**src/hdl/egf_pkg.sv**
```systemverilog
`default_nettype none
package egf_pkg;
    localparam int MAX_EXTENTS = 64;
    localparam int IDX_W = $clog2(MAX_EXTENTS);
    localparam int CNT_W = $clog2(MAX_EXTENTS + 1);
    localparam logic [63:0] DATA_START_RESET = 64'd4096;
    localparam logic STATUS_OK = 1'b0;
    localparam logic STATUS_CORRUPT = 1'b1;

    typedef struct packed {
        logic [63:0] extent_offset;
        logic [63:0] extent_length;
        logic        last_extent;
    } ext_t;

    typedef struct packed {
        logic [63:0] hole_offset;
        logic [63:0] hole_length;
        logic        has_hole;
        logic        status;
        logic        last_result;
    } res_t;

    typedef enum logic [1:0] {ST_FILL, ST_SHIFT, ST_SCAN, ST_EMIT} bk_state_t;
endpackage
`default_nettype wire

```
**src/hdl/egf_if.sv**
```systemverilog
`default_nettype none
interface egf_ext_if;
    import egf_pkg::*;
    logic valid;
    logic ready;
    ext_t payload;
    modport source (output valid, output payload, input ready);
    modport sink (input valid, input payload, output ready);
endinterface

`default_nettype wire

```
**src/hdl/egf_front.sv**
```systemverilog
`default_nettype none
// Input queue: two-entry FIFO between the port and the sorter
module egf_front
    import egf_pkg::*;
(
    input  wire logic clk,
    input  wire logic rst_n,
    egf_ext_if.sink   in_ch,
    output ext_t      q_data,
    output logic      q_valid,
    input  wire logic q_pop
);
    ext_t       mem_reg [2];
    logic       wp_reg, rp_reg;
    logic [1:0] cnt_reg;
    logic       push;

    assign in_ch.ready = (cnt_reg != 2'd2);
    assign push = in_ch.valid && in_ch.ready;
    assign q_valid = (cnt_reg != 2'd0);
    assign q_data = mem_reg[rp_reg];

    // payload storage
    always_ff @(posedge clk)
    begin
        if (push)
        begin
            mem_reg[wp_reg] <= in_ch.payload;
        end
    end

    // pointers and fill count
    always_ff @(posedge clk or negedge rst_n)
    begin
        if (!rst_n)
        begin
            wp_reg  <= 1'b0;
            rp_reg  <= 1'b0;
            cnt_reg <= 2'd0;
        end
        else
        begin
            if (push) wp_reg <= ~wp_reg;
            if (q_pop) rp_reg <= ~rp_reg;
            cnt_reg <= cnt_reg + {1'b0, push} - {1'b0, q_pop};
        end
    end
endmodule
`default_nettype wire

```
**src/flat_wrapper.sv**
```systemverilog
// flat-port wrapper written by rule: the top's interface ports become plain ports
module egf_front_flat import egf_pkg::*;
  (clk, rst_n, q_data, q_valid, q_pop, in_ch_valid, in_ch_payload, in_ch_ready);
  egf_ext_if in_ch_i ();
  input  wire logic clk;
  input  wire logic rst_n;
  output ext_t q_data;
  output logic q_valid;
  input  wire logic q_pop;
  input wire logic [$bits(in_ch_i.valid)-1:0] in_ch_valid;
  input wire logic [$bits(in_ch_i.payload)-1:0] in_ch_payload;
  output wire logic [$bits(in_ch_i.ready)-1:0] in_ch_ready;
  assign in_ch_i.valid = in_ch_valid;
  assign in_ch_i.payload = in_ch_payload;
  assign in_ch_ready = in_ch_i.ready;
  egf_front u_core (.clk(clk), .rst_n(rst_n), .in_ch(in_ch_i), .q_data(q_data), .q_valid(q_valid), .q_pop(q_pop));
endmodule
```
**config.mk**
```make
export PLATFORM = sky130hd
export DESIGN_NAME = egf_front_flat
export DESIGN_NICKNAME = d
export VERILOG_FILES = /design/src/hdl/egf_pkg.sv /design/src/hdl/egf_if.sv /design/src/hdl/egf_front.sv /design/src/flat_wrapper.sv
export SDC_FILE = /design/constraint.sdc
export NUM_CORES = 1
export LEC_CHECK = 0
export ABC_AREA = 1
export BUFFER_PORTS_ARGS = -buffer_cell sky130_fd_sc_hd__buf_2
export CAP_MARGIN = 10
export CORE_MARGIN = 1
export CORE_UTILIZATION = 52
export DETAILED_ROUTE_END_ITERATION = 16
export GPL_TIMING_DRIVEN = 0
export MAX_ROUTING_LAYER = met4
export PLACE_DENSITY = 0.79
export SYNTH_ARGS = -nofsm -noshare
export SYNTH_HDL_FRONTEND = slang
export SYNTH_SLANG_ARGS = --single-unit
export TNS_END_PERCENT = 50
```
**constraint.sdc**
```tcl
create_clock -name clk -period 7.7 [get_ports clk]
set_input_delay 0.77 -clock clk [delete_from_list [all_inputs] [get_ports clk]]
set_output_delay 0.77 -clock clk [all_outputs]
set_load 0.005 [all_outputs]
```
Yosys cells after proc, flatten, opt, wreduce, memory -nomap -nowiden
Memories as Yosys holds them, arrays and structs flattened. Cells that the tools add are included.

Bits in registers: 4. Bits in writable memories: 258. Input bits: 133. Output and inout bits: 131. Logic and storage cells: 13. Memories kept: 1.

Memory list: u_core.mem_reg (words 2, bits a word 129, rd ports 1, clocked after memory_dff 0, wr ports 1, RTL line egf_front.sv:13) `ext_t mem_reg [2];`.

Add/subtract/negate cells: 2. Equality and inequality tests: 1. Muxes and demuxes: 2. Bitwise gates (word level): 2. Reductions and logical operators: 2.

Operator list (number): 2-bit by 1-bit adder with 2-bit output (1); 1-bit 2-to-1 mux (2); 2-bit != test (second input constant) (1); 1-bit NOT (2); 2-bit nonzero test (1); 2-bit by 1-bit subtractor with 2-bit output (1); 1-bit logical AND (1).

Logic depth before layout (Yosys ltp)
Depth after elaboration: 4. Gate-level depth with buffers: 8. Depth with buffers taken out: 8.

Worst setup path before layout
Ideal clock, no wire load.

Path kind: input -> register. Start: input in_ch_valid. End: memory u_core.mem_reg[1][0] (netlist bit), enable pin. Setup time: 0.620 ns. Arrival: 6.253 ns. Required time: 7.080 ns. Path slack: 0.827 ns. Stages on the path: 2. Path buffers: 0. Cells stage by stage: nand2_1 > nor2_1.

Longest elaborated chain between the ends: 3.

Ends and longest elaborated chain: start: declaration (RTL line flat_wrapper.sv:10) `input wire logic [$bits(in_ch_i.valid)-1:0] in_ch_valid;`; 1-bit logical AND (RTL line egf_front.sv:19) `assign push = in_ch.valid && in_ch.ready;`; 1-bit 2-to-1 mux (RTL line egf_front.sv:26) `if (push)`; 1-bit 2-to-1 mux (implied by the code) (RTL line egf_front.sv:28) `mem_reg[wp_reg] <= in_ch.payload;`; end: declaration (RTL line egf_front.sv:13).

Every way passes these cells.

==> impl_metrics.csv <==
group,metric,value,unit
cts,cts_root_buffer,"clkbuf_16",
global_routing,globalRouteTotalUtil,19.2,%
final_layout,area_growth,27.4,%
global_routing,grt_overflow,0,
route,viasPerCell,5.09,
synthesis,ys_warn_count,0,
global_routing,antenna_found_initial,2,
final_layout,final_common_cell,"buf_2",
route,finalWirelength,18300,µm
timing,tightest_slew,0.898,ns
placement,gp_congestion,0.725,
critical_path,crit_arrival,1.85,ns
floorplan,die_area,18900,µm²
synthesis,synth_cell_types,13,
job,drv_cap,0,
route,dr.pass1.iters,4,
final_layout,fill_cells,1189,
timing,hold_viol,0,
critical_path,crit_path_end_kind,"output pin",
pwr,leakage,4.62,nW
pwr,ir_drop,252,µV
cts,path_clk_slew,0.06,ns
final_layout,final_cell_mix,"266 x buf_2, 258 x edfxtp_1, 129 x mux2_2",
min_path,min_path_type,"in -> async",
critical_path,reg2reg_setup_slack,5.40,ns
cts,postCtsSetupBuffers,0,
timing,period_needed,2.62,ns
global_routing,grt_pass1_vias,5152,
floorplan,start_util,53.2,%
outcome,outcome,"finished, final reports clean",
final_layout,layout.nets,863,
synthesis,syn-num-nets,564,
timing,maxSlewHeadroom,40.0,%
timing,slew_viol_final,0,
global_routing,grt_max_degree,36,
timing,fin_crit_sh,34.1,%
floorplan,fp-row-count,49,
critical_path,crit_path_max_fanout,10,
critical_path,cp-start-kind,"flop",
synthesis,syn-cell-area,9550,µm²
placement,io_buffers,263,
synthesis,ys_seq_elements,262,
final_layout,final_cells,980,
critical_path,critPathRequiredTime,6.93,ns
timing,setup_viol,0,
critical_path,slowest_stage,"dfrtp_1",
critical_path,critPathKind,"reg -> out",
route,drt-wirelength-per-cell,18.7,µm
placement,hpwl,12700,µm
route,vias,4993,
critical_path,crit_family,"buffers and inverters",
route,ant_nets,0,
global_routing,grt_pass1_wl,26400,µm
final_layout,drive_gt1_share,60.3,%
timing,fmax,381,MHz
synthesis,netlist_instances,430,
cts,clk_latency,0.51,ns
critical_path,path_cells,"buf_4 -> buf_6 -> mux2_2 -> buf_2",
route,drc,0,
floorplan,die_w,138,µm
floorplan,num_io_pins,264,
timing,rsz0062_at_grt,"no",
cts,cts_max_path_buffers,3,
critical_path,critPathBufInv,3,
cts,cts_made_buffers,26,
placement,dp.cells,930,
pwr,p_per_area,371,nW/µm²
cts,clkSinkCount,262,
final_layout,largest_reg_flops,258,
cts,htree_levels,1,
floorplan,die_h,138,µm
synthesis,syn_avg_cell_area,22.2,µm²
critical_path,cp_slowest_stage_delay,0.36,ns
cts,cts-resized-gates,0,
synthesis,ys_seq_area_share,82.2,%
cts,cts_hold_buffers,0,
timing,fin_skew,0.0103,ns
timing,hold_slack,0.0546,ns
cts,tritoncts,"yes",
floorplan,core_area,18000,µm²
route,drt_iter0_drc,205,
==> Yosys cell counts <==
master	instances	area share, %
edfxtp_1	258	81
mux2_2	129	15
buf_6	10	1.2
nand2_1	8	0.31
inv_1	7	0.28
dfrtp_1	4	1.0
nor2_1	4	0.16
buf_2	3	0.16
nand3_1	2	0.10
xor2_1	2	0.18
a21oi_1	1	0.052
buf_4	1	0.079
ha_1	1	0.13
==> per-layer routing <==
| metal | vias up | wire, µm | track usage [%] |
|---|---|---|---|
| met5 | - | 0 | - |
| met4 | 0 | 419 | 6.65 |
| met3 | 41 | 1520 | 4.67 |
| met2 | 215 | 9270 | 32.6 |
| met1 | 2427 | 7110 | 22.3 |
| li1 | 2310 | - | - |
==> worst reg2reg max path, cell delays in order, from the launching register on <==
cell and delay, ns:
dfrtp_1 0.41, nand2_1 0.13, nand2_1 0.18, nor2_4 0.73, buf_12 0.29, buf_12 0.24
==> cell families after synthesis <==
group                    synth area share [%]
XOR/XNOR                                0.183
AND/OR/NAND/NOR                         0.576
multiplexers                             15.2
adder cells (fa/ha/maj)                 0.131
buffers and inverters                    1.69
flip-flops                               82.2
AO/OA/AOI/OAI                          0.0523
==> power breakdown <==
part / switching (mW) / internal, mW / leakage [nW] / total [mW]
registers: 0.0709 / 1.94 / 2.44 / 2.01
logic: 0.655 / 0.667 / 1.78 / 1.32
clock network: 0.482 / 0.704 / 0.402 / 1.19
==> stage by stage <==
| stage | setup WS, ns | utilization (%) | TNS, ns | instance area [µm²] | power (mW) |
|---|---|---|---|---|---|
| floorplan | 0.827 | - | 0 | 9550 | 2.83 |
| global placement | -1.52 | 62.1 | -389.01 | 11200 | 3.34 |
| detailed placement | 5.06 | 63.2 | 0 | 11300 | 3.37 |
| CTS | 5.03 | 67.7 | 0 | 12200 | 4.57 |
| global route | 4.97 | 67.7 | 0 | 12200 | 4.74 |
| finish | 5.08 | 67.7 | 0 | 12200 | 4.52 |
==> layout make-up <==
cell class	count	area [µm²]	share of cell area (%)
Antenna cell	3	7.51	0.0617
Buffer	14	135	1.11
Tap cell	229	287	2.35
Timing Repair Buffer	271	1490	12.3
Inverter	7	26.3	0.216
Clock buffer	32	694	5.71
Sequential cell	262	7850	64.5
Multi-Input combinational cell	147	1560	12.8
Clock inverter	15	120	0.987
==> worst paths after layout <==
kind | start | end | cells after the start
max in group asynchronous | rst_n | u_core.rp_reg$_DFFE_PN0P_ | 1
max reg2reg | u_core.cnt_reg[1]$_DFF_PN0_ | u_core.mem_reg[0][83]$_DFFE_PP_ | 5
min in group clk | in_ch_payload[121] | u_core.mem_reg[1][121]$_DFFE_PP_ | 1
min | rst_n | u_core.cnt_reg[0]$_DFF_PN0_ | 1
max | u_core.rp_reg$_DFFE_PN0P_ | q_data[104] | 4
min reg2reg | u_core.wp_reg$_DFFE_PN0P_ | u_core.wp_reg$_DFFE_PN0P_ | 2
No activity file was read; power rests on OpenSTA's default activity.
